[src/rtl/core/lbs_pkg.sv]
// Shared types and constants of the bounded LIFO stack.
package lbs_pkg;

	localparam int DEPTH  = 64;
	localparam int WORD_W = 32;
	localparam int CNT_W  = $clog2(DEPTH + 1);

	typedef logic signed [WORD_W-1:0] word_t;
	typedef logic [CNT_W-1:0]         cnt_t;

	typedef enum logic [1:0] {
		KIND_PUSH = 2'd0,
		KIND_POP  = 2'd1,
		KIND_PEEK = 2'd2,
		KIND_DUMP = 2'd3
	} kind_e;

	typedef enum logic [1:0] {
		ST_OK       = 2'd0,
		ST_OVERFLOW = 2'd1,
		ST_EMPTY    = 2'd2
	} status_e;

	// Move command broadcast to every cell of the chain.
	typedef struct packed {
		logic push;
		logic pop;
		logic rotate;
	} cell_op_t;

endpackage

[src/rtl/core/lbs_if.sv]
// Request and response channel interfaces of the bounded LIFO stack.
interface lbs_req_if import lbs_pkg::*; ();
	logic         valid;
	logic         ready;
	logic [1:0]   kind;
	word_t        push_value;

	modport source (output valid, kind, push_value, input ready);
	modport sink   (input valid, kind, push_value, output ready);
endinterface

interface lbs_rsp_if import lbs_pkg::*; ();
	logic         valid;
	logic         ready;
	word_t        word;
	logic [1:0]   status;
	logic         last;
	logic         is_empty;
	logic         is_full;

	modport source (output valid, word, status, last, is_empty, is_full, input ready);
	modport sink   (input valid, word, status, last, is_empty, is_full, output ready);
endinterface

[src/rtl/core/bounded_lifo_stack_unit.sv]
// Top level of the bounded LIFO stack: control, result register and cell chain.
//
// A bounded last-in first-out store of DEPTH signed 32-bit words, built as a
// chain of cells where cell 0 always holds the top entry. A push shifts the
// chain down and loads the new word into cell 0; a pop shifts it up. Push, pop
// and peek take one request each cycle while the result slot is free. A dump
// of N entries emits the head at each step while the occupied cells rotate by
// one, the head wrapping to the tail, so after N steps the store is back as
// it was; a step waits while a result is stalled, and no new request is taken
// during a dump. An empty dump gives one result. Every result carries the
// empty and full flags taken after the request. Results sit in an output
// register, so a new request is taken while an earlier result waits, as long
// as the downstream side takes it in the same cycle. No clearing pass is
// needed: reset clears control state only; entries are read only once written.
module bounded_lifo_stack_unit import lbs_pkg::*; (
	input  logic clk,
	input  logic arst_n,
	lbs_req_if.sink   req,
	lbs_rsp_if.source rsp
);

	cnt_t     count_q;
	cnt_t     dump_left_q;
	logic     dump_q;
	logic     out_valid_q;
	word_t    out_word_q;
	status_e  out_status_q;
	logic     out_last_q;
	logic     out_empty_q;
	logic     out_full_q;

	word_t    cell_data [DEPTH];
	cell_op_t op;

	logic     slot_free;
	logic     accept;
	logic     dump_step;
	logic     st_empty;
	logic     st_full;
	kind_e    kind;

	logic     res_emit;
	word_t    res_word;
	status_e  res_status;
	logic     res_last;
	cnt_t     count_nxt;
	logic     dump_nxt;
	cnt_t     dump_left_nxt;

	assign slot_free = !out_valid_q || rsp.ready;
	assign req.ready = !dump_q && slot_free;
	assign accept    = req.valid && req.ready;
	assign dump_step = dump_q && slot_free;
	assign st_empty  = count_q == '0;
	assign st_full   = count_q == CNT_W'(DEPTH);
	assign kind      = kind_e'(req.kind);

	// Decode the request into a chain move and one result.
	always_comb begin
		op            = '0;
		res_emit      = 1'b0;
		res_word      = '0;
		res_status    = ST_OK;
		res_last      = 1'b1;
		count_nxt     = count_q;
		dump_nxt      = dump_q;
		dump_left_nxt = dump_left_q;
		if (dump_step) begin
			// Continue a dump: emit the head, rotate the occupied cells.
			res_emit      = 1'b1;
			res_word      = cell_data[0];
			op.rotate     = 1'b1;
			res_last      = dump_left_q == CNT_W'(1);
			dump_left_nxt = dump_left_q - CNT_W'(1);
			dump_nxt      = !res_last;
		end else if (accept) begin
			res_emit = 1'b1;
			case (kind)
				KIND_PUSH: begin
					if (st_full) begin
						res_status = ST_OVERFLOW;
					end else begin
						op.push   = 1'b1;
						count_nxt = count_q + CNT_W'(1);
					end
				end
				KIND_POP: begin
					if (st_empty) begin
						res_status = ST_EMPTY;
					end else begin
						op.pop    = 1'b1;
						res_word  = cell_data[0];
						count_nxt = count_q - CNT_W'(1);
					end
				end
				KIND_PEEK: begin
					if (st_empty) begin
						res_status = ST_EMPTY;
					end else begin
						res_word = cell_data[0];
					end
				end
				KIND_DUMP: begin
					if (st_empty) begin
						res_status = ST_EMPTY;
					end else begin
						// First entry goes out now; hold off requests for the rest.
						res_word      = cell_data[0];
						op.rotate     = 1'b1;
						res_last      = count_q == CNT_W'(1);
						dump_nxt      = !res_last;
						dump_left_nxt = count_q - CNT_W'(1);
					end
				end
				default: begin
					res_emit = 1'b0;
				end
			endcase
		end
	end

	// Control state and result register.
	always_ff @(posedge clk or negedge arst_n) begin
		if (!arst_n) begin
			count_q     <= '0;
			dump_q      <= 1'b0;
			dump_left_q <= '0;
			out_valid_q <= 1'b0;
		end else begin
			count_q     <= count_nxt;
			dump_q      <= dump_nxt;
			dump_left_q <= dump_left_nxt;
			if (res_emit) begin
				out_valid_q <= 1'b1;
			end else if (rsp.ready) begin
				out_valid_q <= 1'b0;
			end
		end
	end

	always_ff @(posedge clk) begin
		if (res_emit) begin
			out_word_q   <= res_word;
			out_status_q <= res_status;
			out_last_q   <= res_last;
			out_empty_q  <= count_nxt == '0;
			out_full_q   <= count_nxt == CNT_W'(DEPTH);
		end
	end

	assign rsp.valid    = out_valid_q;
	assign rsp.word     = out_word_q;
	assign rsp.status   = out_status_q;
	assign rsp.last     = out_last_q;
	assign rsp.is_empty = out_empty_q;
	assign rsp.is_full  = out_full_q;

	// Cell chain: cell 0 is the top of the stack.
	for (genvar i = 0; i < DEPTH; i++) begin : g_cell
		word_t upper;
		word_t lower;
		logic  is_tail;

		if (i == 0) begin : g_first
			assign upper = req.push_value;
		end else begin : g_mid_up
			assign upper = cell_data[i-1];
		end
		if (i == DEPTH - 1) begin : g_last
			assign lower = cell_data[i];
		end else begin : g_mid_dn
			assign lower = cell_data[i+1];
		end
		assign is_tail = count_q == CNT_W'(i + 1);

		lbs_cell u_cell (
			.clk     (clk),
			.op      (op),
			.upper   (upper),
			.lower   (lower),
			.head    (cell_data[0]),
			.is_tail (is_tail),
			.data    (cell_data[i])
		);
	end

endmodule

[src/rtl/core/lbs_cell.sv]
// One storage cell of the stack chain: holds one entry, moves with its neighbors.
module lbs_cell import lbs_pkg::*; (
	input  logic     clk,
	input  cell_op_t op,
	input  word_t    upper,
	input  word_t    lower,
	input  word_t    head,
	input  logic     is_tail,
	output word_t    data
);

	word_t data_q;

	// Push: take from the cell above. Pop: take from below.
	// Rotate: take from below, the tail cell takes the head entry.
	always_ff @(posedge clk) begin
		if (op.push) begin
			data_q <= upper;
		end else if (op.pop) begin
			data_q <= lower;
		end else if (op.rotate) begin
			data_q <= is_tail ? head : lower;
		end
	end

	assign data = data_q;

endmodule

[src/flat_wrapper.sv]
// flat-port wrapper written by rule: the top's interface ports become plain ports
module bounded_lifo_stack_unit_flat import lbs_pkg::*;
  (clk, arst_n, req_valid, req_kind, req_push_value, req_ready, rsp_valid, rsp_word, rsp_status, rsp_last, rsp_is_empty, rsp_is_full, rsp_ready);
  lbs_req_if req_i ();
  lbs_rsp_if rsp_i ();
  input  logic clk;
  input  logic arst_n;
  input wire logic [$bits(req_i.valid)-1:0] req_valid;
  input wire logic [$bits(req_i.kind)-1:0] req_kind;
  input wire logic [$bits(req_i.push_value)-1:0] req_push_value;
  output wire logic [$bits(req_i.ready)-1:0] req_ready;
  output wire logic [$bits(rsp_i.valid)-1:0] rsp_valid;
  output wire logic [$bits(rsp_i.word)-1:0] rsp_word;
  output wire logic [$bits(rsp_i.status)-1:0] rsp_status;
  output wire logic [$bits(rsp_i.last)-1:0] rsp_last;
  output wire logic [$bits(rsp_i.is_empty)-1:0] rsp_is_empty;
  output wire logic [$bits(rsp_i.is_full)-1:0] rsp_is_full;
  input wire logic [$bits(rsp_i.ready)-1:0] rsp_ready;
  assign req_i.valid = req_valid;
  assign req_i.kind = req_kind;
  assign req_i.push_value = req_push_value;
  assign req_ready = req_i.ready;
  assign rsp_valid = rsp_i.valid;
  assign rsp_word = rsp_i.word;
  assign rsp_status = rsp_i.status;
  assign rsp_last = rsp_i.last;
  assign rsp_is_empty = rsp_i.is_empty;
  assign rsp_is_full = rsp_i.is_full;
  assign rsp_i.ready = rsp_ready;
  bounded_lifo_stack_unit u_core (.clk(clk), .arst_n(arst_n), .req(req_i), .rsp(rsp_i));
endmodule
[config.mk]
export PLATFORM = sky130hd
export DESIGN_NAME = bounded_lifo_stack_unit_flat
export DESIGN_NICKNAME = d
export VERILOG_FILES = /design/src/rtl/core/lbs_pkg.sv /design/src/rtl/core/lbs_if.sv /design/src/rtl/core/bounded_lifo_stack_unit.sv /design/src/rtl/core/lbs_cell.sv /design/src/flat_wrapper.sv
export SDC_FILE = /design/constraint.sdc
export NUM_CORES = 2
export LEC_CHECK = 0
export BUFFER_PORTS_ARGS = -buffer_cell sky130_fd_sc_hd__buf_4
export CAP_MARGIN = 30
export CORE_ASPECT_RATIO = 0.9
export CORE_MARGIN = 5
export CORE_UTILIZATION = 30
export CTS_CLUSTER_DIAMETER = 30
export DETAILED_ROUTE_END_ITERATION = 10
export PLACE_DENSITY = 0.47
export SLEW_MARGIN = 20
export SYNTH_ARGS = -nofsm -noshare
export SYNTH_HDL_FRONTEND = slang
export SYNTH_HIERARCHICAL = 1
export SYNTH_SLANG_ARGS = --single-unit
export TNS_END_PERCENT = 30
[constraint.sdc]
create_clock -name clk -period 42.2 [get_ports clk]
set_input_delay 6.33 -clock clk [delete_from_list [all_inputs] [get_ports clk]]
set_output_delay 6.33 -clock clk [all_outputs]
set_load 0.005 [all_outputs]
# == Yosys cells after proc, flatten, opt, wreduce, memory -nomap -nowiden ==
# Index checks and enable logic that the tools add are counted.
# word_totals
register_bits,2101
latch_bits,0
mem_bits_rw,0
rom_bits,0
inputBits,38
wordCells,463
n_memories,0
# op_classes
add_sub_neg,3
mul,0
n_div,0
magnitude_cmp,0
eq_ne,72
shifts,0
mux,292
n_bitwise,1
n_reduce_logical,22
# op_table
operator,n
32-bit two-way mux,260
"7-bit by 6-bit == test with 1-bit output, second input constant",32
"7-bit by 5-bit == test with 1-bit output, second input constant",16
"7-bit by 4-bit == test with 1-bit output, second input constant",8
7-bit two-way mux,8
"7-bit by 3-bit == test with 1-bit output, second input constant",4
1-bit two-way mux,19
"7-bit by 1-bit == test with 1-bit output, second input constant",2
"7-bit by 2-bit == test with 1-bit output, second input constant",2
"7-bit == test, second input constant",2
7-bit logical NOT,2
7-bit one-hot mux with 2 select lines,1
"7-bit by 1-bit subtractor with 7-bit output, second input constant",2
2-bit nonzero test,5
"7-bit by 1-bit adder with 7-bit output, second input constant",1
3-bit AND reduction,2
"2-bit == test, second input constant",2
1-bit logical NOT,4
2-bit two-way mux,2
"2-bit by 1-bit != test with 1-bit output, second input constant",2
2-bit one-hot mux with 2 select lines,1
1-bit logical AND,3
3-bit two-way mux,1
"3-bit != test, second input constant",1
8 further kinds,8

# == Logic depth before layout (Yosys ltp) ==
# depth
word_depth,9
mapped_depth,10

# == Hierarchy ==
# The synthesis kept the hierarchy.
# modules_own_cells
mod,n_inst,cells_each,area_per_inst_um2,seq_area_each_um2
lbs_cell,64,181,2218.4,960.9
bounded_lifo_stack_unit,1,325,2964.1,1511.4

# == Worst setup path before layout ==
# OpenSTA, ideal clock, no wires.
# synth_timing
path_kind,in2reg
startpoint,input rsp_ready
endpoint,"register u_core.g_cell[0].u_cell.data_q[0], enable pin"
arrival_time_ps,24519
required_ps,41810
slack_ps,17291
stages,6
path_buffers,2
path_cell_list,nor2b_1 -> or3_1 -> buf_2 -> nor2_1 -> buf_2 -> or3_1
# synth_lines
item,line_no,text
"start, declared",flat_wrapper.sv:18,input wire logic [$bits(rsp_i.ready)-1:0] rsp_ready;
"end signal, assigned",lbs_cell.sv:18,data_q <= upper;
"end signal, assigned",lbs_cell.sv:20,data_q <= lower;
"end signal, assigned",lbs_cell.sv:22,data_q <= is_tail ? head : lower;
"end, declared",lbs_cell.sv:12,word_t data_q;

# == Worst setup path after layout ==
# layout_timing
startpoint,input rsp_ready
endpoint,output req_ready
# layout_via
elab_chain_len,2
# layout_rtl
item,line_no,text
1-bit logical OR,bounded_lifo_stack_unit.sv:50,assign slot_free = !out_valid_q || rsp.ready;
1-bit logical AND,bounded_lifo_stack_unit.sv:51,assign req.ready = !dump_q && slot_free;
"end, declared",flat_wrapper.sv:11,output wire logic [$bits(req_i.ready)-1:0] req_ready;
# Every way passes these cells.

==> out/metrics.cfg <==
[run_status]
outcome=completed

[route]
drt_iter0_drc=10390
vias=103800
dr.pass1.iters=5
wire_per_inst_um=26.01
viasPerCell=5.562
drc=0
drtAntennaViolNets=0
wl_um=485100

[clocking]
ctsResizeCount=0
cts_setup_buffers=0
cts_buffer_depth=4
root_buffer=clkbuf_16
cts_tree=done
hold_buffers=0
cts.sinks=2101
clk_latency_ns=1.05
h-tree-depth=6
clkSlewWorstSetupHoldPaths_ns=0.04
cts_made_buffers=600

[hold_path]
hp-class=register to register
hold_path_end=u_core/dump_left_q[4]
hold_path_depth=1
hold_path_startpoint=u_core/dump_left_q[4]

[synth]
ys_warn_count=6
synthesis.nets=11950
syn_area_per_cell_um2=12.17
synth_top_cell_by_area=edfxtp_1
synth-seq-area-share=0.4347
ys_ff_latch=2101
postSynthCellCount=11910
yosysTopAreaCellShare=0.4320
synth_cell_types=53
synth_area_um2=144900
synth.area.top_cells=edfxtp_1 (43%), o311ai_2 (22%), nand4bb_1 (16%), nand2_1 (5.4%), inv_1 (5.3%)

[die]
die_w_um=742.7
coreArea_um2=482000
die_y_um=669.4
fp-row-count=242
start_util=0.3007
die-area_um2=497200
design.portCount=77

[sta]
fin_crit_sh=0.3164
fin_hold_ws_ns=0.5244
fin_setup_tns_ns=0
clock_skew_ns=0.07952
drv_slew=0
rsz0062_at_grt=no
slew_headroom=0.2040
worst_pin_slew_ns=1.194
setup_viol=0
min_period_ns=13.35
final-hold-violation-count=0
fmax_mhz=74.90

[power_and_ir_drop]
power.total_w=0.01148
switchingPower_w=0.003789
clkPwrFrac=0.384
max-vdd-ir-drop_v=0.0001329
power_frac_comb=0.251
switching_share=0.3302
internal_power_w=0.007686
p_seq_frac=0.365
power_density_nw_per_um2=68.11
p_leak_nw=55.16

[setup_path]
cp.required_ns=35.87
cp-start-kind=input port
rr_startpoint=u_core/count_q[0]
cp_max_fo=5
r2r_slack_ns=33.39
crit_path_end_kind=primary output
worstRegToRegCells=15
r2r-end=u_core/g_cell[11].u_cell/data[13]
criticalPathCategory=input port to primary output
cp.arrival_ns=7.02

[global_route]
grt_pass1_vias=107100
track_usage=0.1851
grt_pass1_wl_um=724100
antenna_found_initial=11
gr-total-overflow=0
grt_max_degree=234

[layout]
fin_util=0.3495
synthToLayoutAreaGrowth_pct=16.24
nets=11750
fillers=47380
layout-drive-gt1-share=0.2754

[place]
dp_hpwl_um=296800
place.gp.congestion=0.8003
portBuffers=76

[job]
maxCapViolations=0

-- stage by stage --
step,cell area (µm²),instances,worst slack (ns)
2_1_floorplan,144900,11910,17.29
3_3_place_gp,147900,17520,28.13
3_5_place_dp,148400,17540,28.17
4_1_cts,167900,18630,28.84
5_1_grt,168500,18660,28.61
6_report,168500,18660,28.85
-- state kept, by name, indices dropped and copies added (netlist names) --
register and cells:
u_core/dump_left_q 7, u_core/dump_q 1, u_core/rsp.is_empty 1, u_core/rsp.word 32
u_core/rsp.is_full 1, u_core/rsp.status 2, u_core/rsp.valid 1, u_core/count_q 7
u_core/g_cell.u_cell/data 2048, u_core/rsp.last 1
-- cell type report --
type | instances | area [µm²] | area share
multi-input combinational | 6514 | 65960 | 0.3915
tap | 6466 | 8090 | 0.04802
timing repair buffer | 430 | 4189 | 0.02486
clock buffer | 715 | 15740 | 0.09345
sequential | 2101 | 63010 | 0.3740
inverter | 2057 | 7721 | 0.04583
clock inverter | 371 | 3752 | 0.02227
antenna | 1 | 2.502 | 0.00001485
-- routing by layer --
metal  GRT usage  vias to the layer above  routed length (µm)
met5           0                        -                  14
met4     0.05575                        2               13830
met3     0.02969                      763               28350
met2      0.2772                     3267              212400
met1      0.2719                    54380              230500
li1            -                    45350                   -
-- power by group through the flow --
| stage | clock network (W) | registers [W] | logic, W |
|---|---|---|---|
| after floorplan | 0 | 0.00399 | 0.00184 |
| after global placement | 0 | 0.00421 | 0.00277 |
| after detailed placement | 0 | 0.00421 | 0.00286 |
| after CTS | 0.00448 | 0.00419 | 0.00287 |
| after global routing | 0.00461 | 0.00426 | 0.00306 |
| final | 0.00441 | 0.00418 | 0.00288 |
-- cells in the mapped netlist, drive strengths merged --
cell / n
edfxtp: 2085
nand2: 2073
inv: 2057
o311ai: 2050
nand4bb: 2048
buf: 1219
nor2b: 99
nor2: 78
or3: 71
clkbuf: 18
dfrtp: 16
o21ai: 13
nand3: 10
nor3: 9
a21oi: 8
and3: 6
ha: 6
nor4: 5
a31oi: 3
nand2b: 3
nand3b: 3
o22ai: 3
or4: 3
a211oi: 2
nand4: 2
nor3b: 2
o31ai: 2
or3b: 2
xnor2: 2
xor2: 2
a211o: 1
a21o: 1
a221oi: 1
a22oi: 1
a311oi: 1
nand4b: 1
nor4b: 1
o211ai: 1
o31a: 1
-- worst max path at each step --
stage	startpoint	endpoint	slack [ns]	cells after the start
after floorplan	rsp_ready	u_core/g_cell[0].u_cell/data[0]	17.29	6
after global placement	rsp_ready	u_core/g_cell[12].u_cell/data[12]	28.13	13
after detailed placement	rsp_ready	u_core/g_cell[11].u_cell/data[13]	28.17	14
after CTS	rsp_ready	req_ready	28.84	4
after global routing	req_kind[0]	u_core/g_cell[13].u_cell/data[18]	28.61	14
final	rsp_ready	req_ready	28.85	4
-- critical path, cell delays in order --
cell     delay (ns)
buf_4          0.11
nor2b_1        0.34
nor2_1         0.09
buf_4          0.15
-- kinds of logic after synthesis --
kind of cell | count (synthesis) | synth area share
AND/OR/NAND/NOR | 4416 | 0.2277
buffers and inverters | 3294 | 0.1118
flip-flops | 2101 | 0.4347
AO/OA/AOI/OAI | 2088 | 0.2249
adder cells (fa/ha/maj) | 6 | 0.0005179
XOR/XNOR | 4 | 0.0002418
-- cell usage in the layout, fill, tap and decap left out, types with 7 or more instances in the layout --
cell type	count
edfxtp_1	2085
nand2_1	2072
inv_1	2057
nand4bb_1	2048
o311ai_2	1920
clkbuf_16	614
buf_4	362
clkinv_1	147
o311ai_1	128
clkbuf_1	101
clkinv_2	99
nor2b_4	64
bufinv_16	63
nor2_2	60
buf_12	45
or3_1	42
nor2b_1	35
or3_2	28
clkinvlp_4	20
buf_16	18
inv_6	17
dfrtp_1	16
clkinv_8	15
nor2_1	11
nand3_1	10
o21ai_0	9
a21oi_1	8
clkinv_16	7
nor2_4	7
nor3_1	7
Power figures use the tool's default switching activity.
